File: config.mk
export PLATFORM = sky130hd
export DESIGN_NAME = rabs_front
export DESIGN_NICKNAME = d
export VERILOG_FILES = /design/src/rabs_pkg.sv /design/src/rabs_front.sv
export SDC_FILE = /design/constraint.sdc
export NUM_CORES = 1
export LEC_CHECK = 0
export ABC_AREA = 1
export BUFFER_PORTS_ARGS = -buffer_cell sky130_fd_sc_hd__buf_4
export CAP_MARGIN = 20
export CORE_ASPECT_RATIO = 1.25
export CORE_UTILIZATION = 36
export DETAILED_ROUTE_END_ITERATION = 6
export GPL_TIMING_DRIVEN = 0
export HOLD_SLACK_MARGIN = 0.08
export PLACE_DENSITY = 0.71
export SLEW_MARGIN = 20
export SYNTH_ARGS = -nofsm -noshare
export SYNTH_HDL_FRONTEND = slang
export SYNTH_SLANG_ARGS = --single-unit
File: constraint.sdc
create_clock -name clk -period 7.4 [get_ports clk]
set_input_delay 0.37 -clock clk [delete_from_list [all_inputs] [get_ports clk]]
set_output_delay 0.37 -clock clk [all_outputs]
set_load 0.02 [all_outputs]
File: src/rabs_pkg.sv
// Shared constants, types and register codes of the running-average background subtractor.
`default_nettype none
package rabs_pkg;

    // Model store geometry
    localparam int PIXELS   = 131072;
    localparam int ADDR_W   = (PIXELS > 1) ? $clog2(PIXELS) : 1;
    localparam int IDX_W    = 17;

    // Pixel and model formats
    localparam int CHAN_W   = 8;
    localparam int NUM_CHAN = 4;
    localparam int CMP_CHAN = 3;
    localparam int MODEL_W  = 16;
    localparam int SQ_W     = 2 * MODEL_W;
    localparam int SUM_W    = SQ_W + 2;

    // Configuration registers
    localparam int RATE_W      = 16;
    localparam int LIMIT_W     = 18;
    localparam int CFG_DATA_W  = 18;
    localparam int REG_INDEX_W = 2;
    localparam logic [REG_INDEX_W-1:0] REG_BLEND_RATE     = 2'd0;
    localparam logic [REG_INDEX_W-1:0] REG_DISTANCE_LIMIT = 2'd1;
    localparam logic [RATE_W-1:0]  BLEND_RATE_RESET     = 16'd3277;
    localparam logic [LIMIT_W-1:0] DISTANCE_LIMIT_RESET = 18'd900;

    // Input mode codes and mask codes
    localparam logic MODE_LOAD     = 1'b0;
    localparam logic MODE_SUBTRACT = 1'b1;
    localparam logic [CHAN_W-1:0] MASK_FG = 8'd255;
    localparam logic [CHAN_W-1:0] MASK_BG = 8'd0;

    // Queue depths
    localparam int QUEUE_DEPTH = 4;
    localparam int QPTR_W      = (QUEUE_DEPTH > 1) ? $clog2(QUEUE_DEPTH) : 1;
    localparam int QCNT_W      = $clog2(QUEUE_DEPTH + 1);

    // Classified operation for the back end
    typedef enum logic [1:0] {
        OP_LOAD,
        OP_UPDATE,
        OP_MISS
    } op_t;

    typedef logic [NUM_CHAN-1:0][CHAN_W-1:0]  pix_t;
    typedef logic [NUM_CHAN-1:0][MODEL_W-1:0] entry_t;

    typedef struct packed {
        op_t               op;
        logic [ADDR_W-1:0] addr;
        pix_t              pix;
    } cmd_t;

    typedef struct packed {
        logic [RATE_W-1:0]  blend_rate;
        logic [LIMIT_W-1:0] distance_limit;
    } cfg_t;

endpackage
`default_nettype wire

File: src/rabs_front.sv
// Front end: accepts input words, classifies them and hands commands to the queue.
`default_nettype none
module rabs_front (
    input  wire logic                          clk,
    input  wire logic                          rst_n,
    input  wire logic                          push,
    output logic                               full,
    input  wire logic                          mode,
    input  wire logic [rabs_pkg::IDX_W-1:0]    pixel_index,
    input  wire logic [rabs_pkg::CHAN_W-1:0]   chan_zero,
    input  wire logic [rabs_pkg::CHAN_W-1:0]   chan_one,
    input  wire logic [rabs_pkg::CHAN_W-1:0]   chan_two,
    input  wire logic [rabs_pkg::CHAN_W-1:0]   chan_three,
    output logic                               q_push,
    input  wire logic                          q_full,
    output rabs_pkg::cmd_t                     q_cmd
);

    logic           valid_reg;
    logic           valid_next;
    rabs_pkg::cmd_t cmd_reg;
    rabs_pkg::cmd_t cmd_next;
    logic           in_range;
    logic           keep;
    logic           accept;

    // Classify the incoming word
    always_comb
    begin
        in_range = (32'(pixel_index) < rabs_pkg::PIXELS);
        cmd_next.addr   = pixel_index[rabs_pkg::ADDR_W-1:0];
        cmd_next.pix[0] = chan_zero;
        cmd_next.pix[1] = chan_one;
        cmd_next.pix[2] = chan_two;
        cmd_next.pix[3] = chan_three;
        if (mode == rabs_pkg::MODE_SUBTRACT)
        begin
            cmd_next.op = in_range ? rabs_pkg::OP_UPDATE : rabs_pkg::OP_MISS;
            keep        = 1'b1;
        end
        else
        begin
            cmd_next.op = rabs_pkg::OP_LOAD;
            // drop loads outside the store
            keep        = in_range;
        end
    end

    // Hand the held command to the queue when it has room
    assign full   = valid_reg && q_full;
    assign accept = push && !full;
    assign q_push = valid_reg && !q_full;
    assign q_cmd  = cmd_reg;

    always_comb
    begin
        valid_next = valid_reg;
        if (accept)
        begin
            valid_next = keep;
        end
        else if (q_push)
        begin
            valid_next = 1'b0;
        end
    end

    always_ff @(posedge clk or negedge rst_n)
    begin
        if (!rst_n)
        begin
            valid_reg <= 1'b0;
        end
        else
        begin
            valid_reg <= valid_next;
        end
    end

    // Hold the payload until it moves on
    always_ff @(posedge clk)
    begin
        if (accept)
        begin
            cmd_reg <= cmd_next;
        end
    end

endmodule
`default_nettype wire

* Word level (Yosys, flattened, before mapping)
Index checks and enable logic that the tools add are counted.
** Operators by class
- Mux-type cells :: 3
- Reductions and logical operators :: 6
** Operators by type and width (number)
- $logic_and A1 B1 Y1 :: 3
- $mux W1 :: 3
- $logic_not A1 Y1 :: 2
- $reduce_bool A2 Y1 :: 1
** Storage, ports and cells
- Flip-flop bits (word level) :: 52
- Output and inout port bits :: 53
- Logic and storage cells :: 16
- Input port bits :: 54

* Depth between registers and ports, before layout
- Depth in word-level cells :: 4
- Depth in mapped cells :: 2
- Depth with buffers taken out :: 2

* Worst setup path before layout
No wires, ideal clock.
- Path kind :: reg-to-reg
- Start :: reg valid_reg
- End :: reg cmd_reg, in the netlist q_cmd[0], enable pin
- Slack :: 4.076 ns
- Path buffers :: 0
- Stages on the path, launching flop included :: 2
- Library setup time :: 0.474 ns
- Period minus slack after synthesis :: 3.324 ns
- Data required time :: 6.926 ns
- Arrival :: 2.850 ns
- Cells stage by stage :: dfrtp_1 a21oi_1
** Between the ends
- Longest elaborated chain between the ends :: 3
** RTL lines
- start, declared :: line rabs_front.sv:19 : logic valid_reg;
- start signal, assigned :: line rabs_front.sv:76 : valid_reg <= valid_next;
- $logic_and A1 B1 Y1 :: line rabs_front.sv:50 : assign full = valid_reg && q_full;
- $logic_not A1 Y1 :: line rabs_front.sv:51 : assign accept = push && !full;
- $logic_and A1 B1 Y1 :: line rabs_front.sv:51
- net accept :: line rabs_front.sv:25 : logic accept;
- end signal, assigned :: line rabs_front.sv:85 : cmd_reg <= cmd_next;
- end, declared :: line rabs_front.sv:21 : rabs_pkg::cmd_t cmd_reg;
The timed path passes the listed nets, and every way through them passes these cells.
A chain may end at the register's enable or synchronous reset.

* Worst setup path after layout
- Start :: reg valid_reg
- End :: reg cmd_reg, in the netlist q_cmd[30], enable pin
Same word-level chain as after synthesis.

==> flow_metrics.env <==
export IMPL_end_kind="flop"
export IMPL_syn_avg_cell_area_um2=26.09
export IMPL_place_inst=222
export IMPL_cp_start_kind="flop"
export IMPL_post_cts_buffers=0
export IMPL_dieHeight_um=75.72
export IMPL_drt_iter0_markers=28
export IMPL_dr_total_vias=1004
export IMPL_fillers=325
export IMPL_drv_slew=0
export IMPL_grt_max_degree=28
export IMPL_finalHoldWorstSlack_ps=234.6
export IMPL_synth_area_mm2=0.001565
export IMPL_routabilityCongestion=0.7101
export IMPL_yosysSeqAreaShare_pct=97.52
export IMPL_synthToLayoutAreaGrowth_pct=65.39
export IMPL_cts_clk_slew_worst_paths_ps=100
export IMPL_vias_per_cell=4.346
export IMPL_avgRoutedWirePerCell_um=14.23
export IMPL_clk_latency_ps=300
export IMPL_synth_ff_type="edfxtp_1"
export IMPL_final_hold_violation_count=0
export IMPL_finalCritPeriodShare_pct=22.65
export IMPL_nNetsFinal=228
export IMPL_grt_usage_pct=14.89
export IMPL_synthTopCellsByCount="50 x edfxtp_1, 3 x inv_1, 2 x nand2_1"
export IMPL_skew_ps=4.730
export IMPL_fin_cells=231
export IMPL_tightest_slew_ps=818.8
export IMPL_synth_enable_flop_cells=50
export IMPL_antenna_found_initial=0
export IMPL_cts_tree="done"
export IMPL_cts_max_level=2
export IMPL_synthTopCellsByArea="edfxtp_1 96%, dfrtp_1 1.6%, inv_1 0.72%"
export IMPL_synthDistinctLibCells=8
export IMPL_place_hpwl_um=2495
export IMPL_yosysWarnings=0
export IMPL_p_leak_nw=1.106
export IMPL_drt_first_pass_iters=4
export IMPL_yosys_area_top_type_share_pct=95.92
export IMPL_critPathMaxFanout=27
export IMPL_root_buffer="clkbuf_8"
export IMPL_rsz0062_at_grt="false"
export IMPL_first_global_vias=1020
export IMPL_rows=26
export IMPL_synthCells=60
export IMPL_antenna_cells=0
export IMPL_critPathTopFamily="compound AO/OA/AOI/OAI gates"
export IMPL_p_per_area_mw_per_mm2=235.7
export IMPL_drt_wl_total_um=3288
export IMPL_grt_pass1_wl_um=4616
export IMPL_io_pins=107
export IMPL_critPathArrivalTime_ps=1690
export IMPL_overflow=0
export IMPL_die_area_mm2=0.004617
export IMPL_period_needed_ps=1676
export IMPL_crit_buf_inv=1
export IMPL_yosysTopAreaCell="edfxtp_1"
export IMPL_finalInstanceArea_mm2=0.002589
export IMPL_finalSetupTns_ps=0
export IMPL_dpl_cell_area_mm2=0.002462
export IMPL_antenna_left=0
export IMPL_hold_path_class="in2reg"
export IMPL_largest_reg_flops=50
export IMPL_max_clock_freq_mhz=596.5
export IMPL_timing_worst_setup_path_type="reg2reg"
export IMPL_critPathMaxStageDelay_ps=680
export IMPL_start_util_pct=37.89
export IMPL_synth_most_common_cell="edfxtp_1"
export IMPL_setup_viol=0
export IMPL_drive_above_1_share_pct=66.29
export IMPL_core_area_mm2=0.004131
export IMPL_crit_chain="a21oi_4, buf_16"
export IMPL_status="finished clean"
export IMPL_numCtsBuffers=5
export IMPL_io_buffers=105
export IMPL_cp_slowest_cell="a21oi_4"
export IMPL_ys_seq_elements=51
export IMPL_slew_headroom_pct=45.29
export IMPL_ir_worst_vdd_mv=0.2556
export IMPL_ys_async_sr_fraction_pct=1.961
export IMPL_syn_num_nets=114
export IMPL_drv_cap=0
export IMPL_clkSinkCount=51
export IMPL_die_width_um=60.98
export IMPL_cp_required_ps=7410
export IMPL_route_detailed_drc=0
export IMPL_ctsLongestPathBuffers=2
cell families (layout without fill, tap and decap cells):
family	Yosys count	count (layout)	share of synthesized area (%)
AO/OA/AOI/OAI	1	1	0.3194
flip-flops	51	51	97.52
buffers and inverters	4	119	1.199
AND/OR/NAND/NOR	3	3	0.7194
other	1	1	0.2396
layout make-up:
cell class                      count  area (µm²)  area share (%)
Timing Repair Buffer              107       825.8           31.90
Buffer                              1       7.507          0.2900
Inverter                            3       11.26          0.4350
Clock inverter                      3       47.55           1.837
Clock buffer                        5       68.82           2.658
Multi-Input combinational cell      5       31.28           1.208
Tap cell                           56       70.07           2.707
Sequential cell                    51        1526           58.97
per-layer routing:
layer / part of all wire, % / vias to the layer above / track usage, %
li1: - / 453 / -
met1: 32 / 474 / 12.17
met2: 56 / 67 / 27.47
met3: 8.5 / 10 / 7.301
met4: 3.4 / 0 / 9.343
met5: 0 / - / 0
layout by cell type (no fill, tap or decap):
cell type | netlist | layout
buf_16 | 0 | 1
a21oi_4 | 0 | 1
dfrtp_1 | 1 | 1
bufinv_16 | 0 | 1
clkinv_4 | 0 | 1
nand2_1 | 2 | 2
inv_1 | 3 | 3
dlygate4sd3_1 | 0 | 1
edfxtp_1 | 50 | 50
clkbuf_8 | 0 | 5
conb_1 | 1 | 1
nor2_1 | 1 | 1
inv_6 | 0 | 1
buf_4 | 1 | 106
worst reg2reg max path, delay by kind of cell (launching register included):
kind | cells | cell delay (ps)
flip-flops | 1 | 430
AO/OA/AOI/OAI | 1 | 680
buffers and inverters | 1 | 260
where the power goes:
group	total (mW)	internal, mW	switching (mW)
clock	0.193	0.102	0.0904
combinational	0.0767	0.0388	0.0378
sequential	0.341	0.336	0.00457
total	0.610	0.477	0.133
through the flow:
stage	worst slack, ps	util, %	total power [mW]
CTS	5714	62.66	0.6179
finish	5724	62.66	0.6101
detailed placement	5655	59.60	0.4244
global route	5640	62.66	0.6304
global placement	3353	58.66	0.4204
floorplan	4076	-	0.3756
worst paths after layout:
path                                   from        end  slack (ps)  cells past startpoint
worst max-delay path              valid_reg  q_cmd[30]        5720                      2
worst min-delay path            chan_one[6]  q_cmd[14]         230                      1
worst max register to register    valid_reg  q_cmd[30]        5720                      2
max in group asynchronous             rst_n  valid_reg        6920                      2
worst min register to register    valid_reg  valid_reg         610                      2
min in group asynchronous             rst_n  valid_reg         400                      2
what timing repair did:
| action | CTS | global route |
|---|---|---|
| endpoints found under the hold margin | 1 | 0 |
| hold buffers | 1 | 0 |
| resized for setup | 0 | 0 |
No activity file was read; power rests on OpenSTA's default activity.
