==> src/rabs_pkg.sv <==
// Shared constants, types and register codes of the running-average background subtractor.
`default_nettype none
package rabs_pkg;

    // Model store geometry
    localparam int PIXELS   = 131072;
    localparam int ADDR_W   = (PIXELS > 1) ? $clog2(PIXELS) : 1;
    localparam int IDX_W    = 17;

    // Pixel and model formats
    localparam int CHAN_W   = 8;
    localparam int NUM_CHAN = 4;
    localparam int CMP_CHAN = 3;
    localparam int MODEL_W  = 16;
    localparam int SQ_W     = 2 * MODEL_W;
    localparam int SUM_W    = SQ_W + 2;

    // Configuration registers
    localparam int RATE_W      = 16;
    localparam int LIMIT_W     = 18;
    localparam int CFG_DATA_W  = 18;
    localparam int REG_INDEX_W = 2;
    localparam logic [REG_INDEX_W-1:0] REG_BLEND_RATE     = 2'd0;
    localparam logic [REG_INDEX_W-1:0] REG_DISTANCE_LIMIT = 2'd1;
    localparam logic [RATE_W-1:0]  BLEND_RATE_RESET     = 16'd3277;
    localparam logic [LIMIT_W-1:0] DISTANCE_LIMIT_RESET = 18'd900;

    // Input mode codes and mask codes
    localparam logic MODE_LOAD     = 1'b0;
    localparam logic MODE_SUBTRACT = 1'b1;
    localparam logic [CHAN_W-1:0] MASK_FG = 8'd255;
    localparam logic [CHAN_W-1:0] MASK_BG = 8'd0;

    // Queue depths
    localparam int QUEUE_DEPTH = 4;
    localparam int QPTR_W      = (QUEUE_DEPTH > 1) ? $clog2(QUEUE_DEPTH) : 1;
    localparam int QCNT_W      = $clog2(QUEUE_DEPTH + 1);

    // Classified operation for the back end
    typedef enum logic [1:0] {
        OP_LOAD,
        OP_UPDATE,
        OP_MISS
    } op_t;

    typedef logic [NUM_CHAN-1:0][CHAN_W-1:0]  pix_t;
    typedef logic [NUM_CHAN-1:0][MODEL_W-1:0] entry_t;

    typedef struct packed {
        op_t               op;
        logic [ADDR_W-1:0] addr;
        pix_t              pix;
    } cmd_t;

    typedef struct packed {
        logic [RATE_W-1:0]  blend_rate;
        logic [LIMIT_W-1:0] distance_limit;
    } cfg_t;

endpackage
`default_nettype wire

==> src/rabs_queue.sv <==
// Short command queue between the front end and the back end.
`default_nettype none
module rabs_queue (
    input  wire logic           clk,
    input  wire logic           rst_n,
    input  wire logic           push,
    output logic                full,
    input  wire rabs_pkg::cmd_t push_cmd,
    input  wire logic           pop,
    output logic                empty,
    output rabs_pkg::cmd_t      head
);

    rabs_pkg::cmd_t                slots [rabs_pkg::QUEUE_DEPTH];
    logic [rabs_pkg::QPTR_W-1:0]   wr_ptr_reg;
    logic [rabs_pkg::QPTR_W-1:0]   wr_ptr_next;
    logic [rabs_pkg::QPTR_W-1:0]   rd_ptr_reg;
    logic [rabs_pkg::QPTR_W-1:0]   rd_ptr_next;
    logic [rabs_pkg::QCNT_W-1:0]   count_reg;
    logic [rabs_pkg::QCNT_W-1:0]   count_next;
    logic                          do_push;
    logic                          do_pop;

    assign full    = (count_reg == rabs_pkg::QCNT_W'(rabs_pkg::QUEUE_DEPTH));
    assign empty   = (count_reg == '0);
    assign do_push = push && !full;
    assign do_pop  = pop && !empty;
    assign head    = slots[rd_ptr_reg];

    // Advance pointers and the fill count
    always_comb
    begin
        wr_ptr_next = wr_ptr_reg;
        rd_ptr_next = rd_ptr_reg;
        count_next  = count_reg;
        if (do_push)
        begin
            wr_ptr_next = (wr_ptr_reg == rabs_pkg::QPTR_W'(rabs_pkg::QUEUE_DEPTH - 1))
                        ? '0 : wr_ptr_reg + 1'b1;
        end
        if (do_pop)
        begin
            rd_ptr_next = (rd_ptr_reg == rabs_pkg::QPTR_W'(rabs_pkg::QUEUE_DEPTH - 1))
                        ? '0 : rd_ptr_reg + 1'b1;
        end
        if (do_push && !do_pop)
        begin
            count_next = count_reg + 1'b1;
        end
        else if (do_pop && !do_push)
        begin
            count_next = count_reg - 1'b1;
        end
    end

    always_ff @(posedge clk or negedge rst_n)
    begin
        if (!rst_n)
        begin
            wr_ptr_reg <= '0;
            rd_ptr_reg <= '0;
            count_reg  <= '0;
        end
        else
        begin
            wr_ptr_reg <= wr_ptr_next;
            rd_ptr_reg <= rd_ptr_next;
            count_reg  <= count_next;
        end
    end

    // Store the pushed word
    always_ff @(posedge clk)
    begin
        if (do_push)
        begin
            slots[wr_ptr_reg] <= push_cmd;
        end
    end

endmodule
`default_nettype wire

==> config.mk <==
export PLATFORM = sky130hd
export DESIGN_NAME = rabs_queue
export DESIGN_NICKNAME = d
export VERILOG_FILES = /design/src/rabs_pkg.sv /design/src/rabs_queue.sv
export SDC_FILE = /design/constraint.sdc
export NUM_CORES = 1
export LEC_CHECK = 0
export BUFFER_PORTS_ARGS = -buffer_cell sky130_fd_sc_hd__buf_2
export CORE_MARGIN = 1.5
export CORE_UTILIZATION = 43
export CTS_CLUSTER_SIZE = 25
export DETAILED_ROUTE_END_ITERATION = 7
export SETUP_SLACK_MARGIN = 0.2
export SYNTH_ARGS = -nofsm -noshare
export SYNTH_HDL_FRONTEND = slang
export SYNTH_SLANG_ARGS = --single-unit
==> constraint.sdc <==
create_clock -name clk -period 3.2 [get_ports clk]
set_clock_uncertainty 0.15 [all_clocks]
set_input_delay 0.16 -clock clk [delete_from_list [all_inputs] [get_ports clk]]
set_output_delay 0.16 -clock clk [all_outputs]
set_load 0.005 [all_outputs]
# Word level (Yosys, flattened, before mapping)
# Memories as Yosys holds them, arrays and structs flattened.
# Index checks and enable logic that the tools add are counted.
dict set report totals {
  ff_bits 7
  latchBits 0
  ram_bits 204
  mem_bits_ro 0
  inputBits 55
  output_inout_bits 53
  word_cells 27
  mem_count 1
}
dict set report classes {
  addsub 4
  n_mul 0
  div_mod_pow 0
  n_lt_le_gt_ge 0
  n_eq_ne 3
  shifts 0
  mux 6
  bitwise 0
  reduce_logical 10
}
# name words width read_ports rd_clocked_by_memory_dff write_ports line
set memory_table {}
lappend memory_table {slots 4 51 1 0 1 rabs_queue.sv:14} ;# rabs_pkg::cmd_t slots [rabs_pkg::QUEUE_DEPTH];
# cell count
set ops {}
lappend ops {{$mux 3} 2}
lappend ops {{$add 2x1->2 const B} 2}
lappend ops {{$eq 2x2->1 const B} 2}
lappend ops {{$logic_and 1x1->1} 4}
lappend ops {{$logic_not 1->1} 4}
lappend ops {{$mux 2} 2}
lappend ops {{$add 3x1->3 const B} 1}
lappend ops {{$eq 3x3->1 const B} 1}
lappend ops {{$logic_not 3->1} 1}
lappend ops {{$sub 3x1->3 const B} 1}
lappend ops {{$mux 1} 2}
lappend ops {{$reduce_bool 2->1} 1}

# Depth between registers and ports, before layout
# Gate-level depths: netlist of the first run.
dict set report depth {
  word_depth 7
  ltp_mapped 9
  mapped_depth_nobuf 8
}

# Worst setup path before layout of the first run
# Ideal clock, no wire load.
dict set report synth_timing {
  path_type {reg2reg}
  startpoint {register count_reg[2] (netlist bit)}
  endpoint {memory slots[0][0] (netlist bit), enable pin}
  setup_ns 0.414
  arrival_time_ns 2.076
  t_required_ns 2.636
  setup_slack_ns 0.560
  stages_incl_launch_ff 5
  path_buffers 1
  period_less_slack_ns 2.640
  path_cell_list {dfrtp_1 nor3b_2 nor2b_1 buf_2 and2_1}
}
dict set report synth_between {
  elab_chain_len 5
}
# item line
set synth_lines {}
lappend synth_lines {{start: declaration} rabs_queue.sv:19} ;# logic [rabs_pkg::QCNT_W-1:0] count_reg;
lappend synth_lines {{start signal: assignment} rabs_queue.sv:68} ;# count_reg <= count_next;
lappend synth_lines {{$eq 3x3->1} rabs_queue.sv:24} ;# assign full = (count_reg == rabs_pkg::QCNT_W'(rabs_pkg::QUEUE_DEPTH));
lappend synth_lines {{net full} rabs_queue.sv:7} ;# output logic full,
lappend synth_lines {{$logic_not 1->1} rabs_queue.sv:26} ;# assign do_push = push && !full;
lappend synth_lines {{$logic_and 1x1->1} rabs_queue.sv:26}
lappend synth_lines {{net do_push} rabs_queue.sv:21} ;# logic do_push;
lappend synth_lines {{$mux 1} rabs_queue.sv:75} ;# if (do_push)
lappend synth_lines {{$mux 1 (implied by the code)} rabs_queue.sv:77} ;# slots[wr_ptr_reg] <= push_cmd;
lappend synth_lines {{end: declaration} rabs_queue.sv:14}
# The timed path passes the listed nets, and every way through them passes these cells.

==> impl_results.md, run 1 <==
- Hold buffers post-CTS: 54
- Syn avg cell area: 25.67 µm²
- CP Max Fanout: 25
- Buffers and inverters on the worst path: 2
- GRT Total Usage: 15.34%
- Worst-Skew Late Latency: 0.49 ns
- Layout cells sized above 1: 42.08%
- FF+latch count, synth: 211
- Drt pass-1 iters: 6
- Overflow after GRT: 0
- CP endpoint kind: output pin
- CTS clk-pin slew, worst paths: 0.06 ns
- Post-synth cell types: 21
- Status: finished, final reports clean
- Total negative slack: 0 ns
- CTS tree: done
- Clock Tree Root: clkbuf_16
- Period utilization: 81.54%
- I/O Buffers: 107
- CP max stage delay: 0.76 ns
- Initial antenna violation count: 0
- I/O pin count: 108
- N_diodes: 0
- Yosys warnings: 0
- RSZ-0062 raised after global routing: false
- Fillcell total: 1378
- Post-route DRC: 0
- Detail Route Antenna Nets: 0
- 1st-iter DRT viols: 187
- Final worst path period need: 2.609 ns
- Achievable Freq: 383.2 MHz
- Place WS: 0.7518 ns
- Worst vdd ir: 0.4991 mV
- Final nets: 546
- Seq/Total Area, Yosys: 80.76%
- Worst-margin pin slew: 0.6901 ns
- WL final: 14.29 mm
- Crit-path cells: buf_4 > mux4_2 > buf_2
- Routed vias: 3718
- Fin worst setup slack: 0.5907 ns
- Die W: 137.7 µm
- Area after DPL: 8671 µm²
- Site row count: 49
- Number of global-route vias before repair: 3999
- Core area: 17900 µm²
- Footprint of the multi-input gates: 1409 µm²
- WP depth: 3
- Setup CP Type: reg2out
- # clock sinks: 211
- Dpl hpwl: 8.299 mm
- Worst Path Arrival: 2.30 ns
- Hold WS: 0.09125 ns
- Synth Instances: 304
- PostCTS Resize Cnt: 0
- Startpoint types: flop
- Power Density: 893.0 nW/µm²
- Final Max Slew Viols: 0
- Slew headroom: 54.00%
- Required time of the critical path: 2.89 ns
- RePlAce Congestion: 0.7263
- Routed len/inst: 19.63 µm
- Largest net degree at the start of global routing: 52
- Power Total: 8.919 mW
- Largest register FFs: 204
- WHS Path Cells: 3
- H-tree levels: 1
- Postcts setup bufs: 0
- Min-delay worst type: in2reg
- CTS max path bufs: 3
- CP top delay family: flip-flops
- Syn Std Cell Area: 7802 µm²
- Area grow syn2layout: 28.00%
- Initial Utilization: 43.58%
- Global-route wire length before repair: 21.67 mm
- Reg area: 6306 µm²
- Lkg Pwr: 3.491 nW
- Die Height: 137.7 µm
- Max-cap viol count: 0
- Mapped Nets: 366
- Hold Vio Cnt, Final: 0
- Slowest-stage cell, CP: dfrtp_4
- R2R depth: 8
- Die area: 18960 µm²
- Finished Cell Area: 9987 µm²
- Vias per inst: 5.107
- Num CTS Buffers: 22
- Endpoints failing setup: 0
final timing paths:
path                            slack, ns                 startpoint                         to
worst max-delay path                 0.59  rd_ptr_reg[0]$_DFFE_PN0P_                   head[18]
worst min-delay path                 0.09                       push  wr_ptr_reg[1]$_DFFE_PN0P_
worst max register to register       0.74   count_reg[2]$_DFFE_PN0P_   count_reg[2]$_DFFE_PN0P_
worst min register to register       0.42   count_reg[2]$_DFFE_PN0P_   count_reg[2]$_DFFE_PN0P_
max in group asynchronous            2.11                      rst_n  rd_ptr_reg[0]$_DFFE_PN0P_
min in group asynchronous            0.50                      rst_n   count_reg[1]$_DFFE_PN0P_
cell usage after synthesis:
library cell / number / area, µm²
edfxtp_1: 204 / 6126
mux4_2: 51 / 1149
dfrtp_1: 7 / 175.2
buf_2: 6 / 30.03
ha_1: 6 / 75.07
and2_1: 4 / 25.02
buf_4: 4 / 30.03
inv_1: 3 / 11.26
buf_6: 2 / 22.52
mux2_2: 2 / 22.52
mux2_4: 2 / 30.03
nor2_1: 2 / 7.510
nor3_1: 2 / 10.01
xor2_1: 2 / 17.52
a21o_1: 1 / 7.510
clkbuf_1: 1 / 3.750
fa_1: 1 / 20.02
nor2b_1: 1 / 6.260
nor3b_2: 1 / 12.51
o31ai_2: 1 / 12.51
xnor2_1: 1 / 8.760
where the power goes:
group / total, mW / internal, mW / switching [mW]
clock network: 2.67 / 1.71 / 0.967
registers: 3.96 / 3.65 / 0.308
logic: 2.28 / 1.22 / 1.06
cells in the final DEF (no fill, tap or decap), drive strengths merged, types with 2 or more instances in the layout:
cell type    synthesis  final
dlygate4sd3          0     54
clkbuf               1     26
edfxtp             204    204
nor2                 2      2
xor2                 2      2
and2                 4      4
ha                   6      6
clkinv               0      8
inv                  3      3
mux2                 4      4
dfrtp                7      7
buf                 12    115
bufinv               0      5
nor3                 2      2
mux4                51     51
through the flow:
stage,instances,util [%]
6_report,728,55.79
5_1_grt,728,55.79
4_1_cts,728,55.79
3_5_place_dp,635,48.43
3_3_place_gp,635,48.43
2_1_floorplan,304,-
worst min-delay path: cells and delay by family:
| family | cells | cell delay [ns] |
|---|---|---|
| muxes | 1 | 0.22 |
| and+or+nand+nor | 1 | 0.20 |
| buffers and inverters | 1 | 0.11 |
cells by family (layout without fill, tap and decap cells):
group,Yosys count,count (layout),synth area share (%)
adders and majority gates,7,7,1.219
and+or+nand+nor,10,10,0.7858
AOI/OAI and AO/OA,2,2,0.2566
DFF,211,211,80.76
muxes,55,55,15.39
xor gates and xnor gates,3,3,0.3368
buffers and inverters,16,211,1.251
routing by layer:
metal | share of wire (%) | routed length [µm] | global-route usage [%]
met2 | 50 | 7102 | 25.64
met3 | 5.8 | 832 | 3.606
met1 | 43 | 6194 | 20.66
met5 | 0 | 0 | 0
met4 | 1.1 | 164 | 3.472
layout make-up:
type	instances	share of cell area [%]
sequential	211	63.14
multi-input combinational	77	14.11
timing repair buffer	169	12.00
clock buffer	26	5.876
tap	229	2.869
clock inverter	13	1.892
inverter	3	0.1128
Note: power is estimated with default switching activity, not from simulation.
==> inputs of run 2 (changes only) <==
==> constraint.sdc (replaced) <==
create_clock -name clk -period 2.2 [get_ports clk]
set_clock_uncertainty 0.15 [all_clocks]
set_input_delay 0.11 -clock clk [delete_from_list [all_inputs] [get_ports clk]]
set_output_delay 0.11 -clock clk [all_outputs]
set_load 0.005 [all_outputs]
==> run 2 against run 1 <==
Power grew 55%. Routed wire length is 5.9% higher. Register-to-register slack got worse by 0.56 ns. Highest routed layer unchanged. Non-clock buffer count grew 31.
==> impl_results.md, run 2 (synthesized netlist as in run 1, its figures left out) <==
- Status: finished, final reports clean
- CTS clk-pin slew, worst paths: 0.06 ns (about the same)
- Startpoint types: flop
- Routed vias: 3846 (+3.4%)
- Layout cells sized above 1: 46.80% (+4.7 points)
- CP endpoint kind: output pin
- Final Max Slew Viols: 0 (unchanged)
- I/O Buffers: 107 (unchanged)
- Achievable Freq: 464.7 MHz
- Die area: 18960 µm² (unchanged)
- Endpoints failing setup: 0 (unchanged)
- Power Density: 1314 nW/µm² (+47%)
- GRT Total Usage: 16.03% (+0.68 points)
- Hold WS: 0.07336 ns (-0.01788 ns)
- RePlAce Congestion: 0.6658 (-8.3%)
- Clock Tree Root: clkbuf_16
- # clock sinks: 211 (unchanged)
- Dpl hpwl: 8.998 mm (+8.4%)
- N_diodes: 0 (unchanged)
- Site row count: 49 (unchanged)
- Power Total: 13.85 mW (+55%)
- Overflow after GRT: 0 (unchanged)
- Lkg Pwr: 3.725 nW (+6.7%)
- Number of global-route vias before repair: 4136 (+3.4%)
- Worst vdd ir: 0.8179 mV (+64%)
- Most frequent cells in the layout: edfxtp_1, buf_2, dlygate4sd3_1
- 1st-iter DRT viols: 120 (-36%)
- Die Height: 137.7 µm (unchanged)
- Min-delay worst type: in2reg
- Final nets: 578 (+5.9%)
- Hold Vio Cnt, Final: 0 (unchanged)
- I/O pin count: 108 (unchanged)
- Largest register FFs: 204 (unchanged)
- CP max stage delay: 0.53 ns (-0.23 ns)
- Vias per inst: 5.054 (-1.0%)
- Non-Filler Instances: 761 (+4.5%)
- Commonest non-fill, non-tap cell in the layout: edfxtp_1
- Worst-margin pin slew: 0.3405 ns (-0.3496 ns)
- Period utilization: 97.82%
- CP Max Fanout: 8 (-68%)
- Drt pass-1 iters: 4 (-2)
- Post-route DRC: 0 (unchanged)
- WL final: 15.14 mm (+5.9%)
- Num CTS Buffers: 23 (+4.5%)
- Setup CP Type: reg2out
- Detail Route Antenna Nets: 0 (unchanged)
- Die W: 137.7 µm (unchanged)
- Core area: 17900 µm² (unchanged)
- Area grow syn2layout: 35.05%
- RSZ-0062 raised after global routing: true
- Post-Place Cells: 646 (+1.7%)
- Slew headroom: 77.23% (+23 points)
- CTS tree: done
- Initial antenna violation count: 0 (unchanged)
- Fillcell total: 1334 (-3.2%)
- Worst-Skew Late Latency: 0.49 ns (about the same)
- Slowest-stage cell, CP: mux4_2
- Initial Utilization: 43.58% (unchanged)
- Max-cap viol count: 0 (unchanged)
- Crit-path cells: buf_6 > buf_12 > mux4_2 > buf_2
- Largest net degree at the start of global routing: 32 (-38%)
- Final Util: 58.86% (+3.1 points)
- Routed len/inst: 19.90 µm (+1.3%)
- Required time of the critical path: 1.94 ns (-0.95 ns)
- CTS max path bufs: 3 (unchanged)
- Fin worst setup slack: 0.04802 ns (-0.5426 ns)
- Place WS: 0.04220 ns (-0.7096 ns)
- H-tree levels: 1 (unchanged)
- Global-route wire length before repair: 22.65 mm (+4.5%)
- Worst Path Arrival: 1.89 ns (-0.41 ns)
- Final worst path period need: 2.152 ns
-- run 2: cell count changes in the layout (fill, tap and decap cells not counted), moves of 3 or more --
cell        change
and2_2          -3
bufinv_16       -3
dfrtp_1         -3
and2_4          +3
clkinvlp_4      +4
buf_6          +20
buf_2          -18
buf_4          +13
buf_12         +11
-- run 2: worst paths after layout --
path	from	endpoint	slack, ns	depth (start not counted)
max reg2reg	count_reg[1]$_DFFE_PN0P_	count_reg[1]$_DFFE_PN0P_	0.18	6
min in group asynchronous	rst_n	count_reg[0]$_DFFE_PN0P_	0.44	3
max	rd_ptr_reg[0]$_DFFE_PN0P_	head[15]	0.05	4
min reg2reg	wr_ptr_reg[1]$_DFFE_PN0P_	wr_ptr_reg[1]$_DFFE_PN0P_	0.46	1
max in group asynchronous	rst_n	rd_ptr_reg[1]$_DFFE_PN0P_	1.17	3
min	push	count_reg[0]$_DFFE_PN0P_	0.07	4
-- run 2: through the flow --
stage                     area, µm²  TNS (ns)
after global placement         8879         0
final                         10540         0
after detailed placement       8879         0
after CTS                     10400         0
after floorplan                7807         0
after global routing          10540  -0.05797
-- run 2: layer usage --
metal / share of wire [%] / vias to the layer above / global-route usage, %
li1: - / 1725 / -
met3: 5.3 / 23 / 3.348
met4: 1.5 / 0 / 4.398
met5: 0 / - / 0
met2: 51 / 100 / 27.14
met1: 43 / 1998 / 21.19
-- run 2: power by group --
part	leakage, nW	internal, mW	total (mW)	switching [mW]
clock	0.340	2.15	3.62	1.48
sequential	1.95	5.32	5.60	0.280
combinational	1.44	2.69	4.62	1.93
total	3.73	10.2	13.9	3.69
-- run 2: what timing repair did --
item,in CTS,in global routing
hold buffers,54,0
endpoints found under the hold margin,214,0
gates resized for setup,20,24
pin swaps,4,3
buffers inserted,15,2
gates cloned,3,0
setup endpoints to repair,53,222
-- run 2: worst max-delay path: cells and delay by family, from the launching register on --
kind                   cells  cell delay [ns]
multiplexers               1             0.53
flip-flops                 1             0.45
buffers and inverters      3             0.42
-- run 2: cell type report --
cell class              instances  area, µm²  area share [%]
clock buffers                  25      583.1           5.533
clock inverters                16      136.4           1.294
inverters                       3      11.26          0.1069
multi-input cells              77       1439           13.65
flip-flops and latches        211       6312           59.90
well taps                     229      286.5           2.719
repair buffers                200       1769           16.79
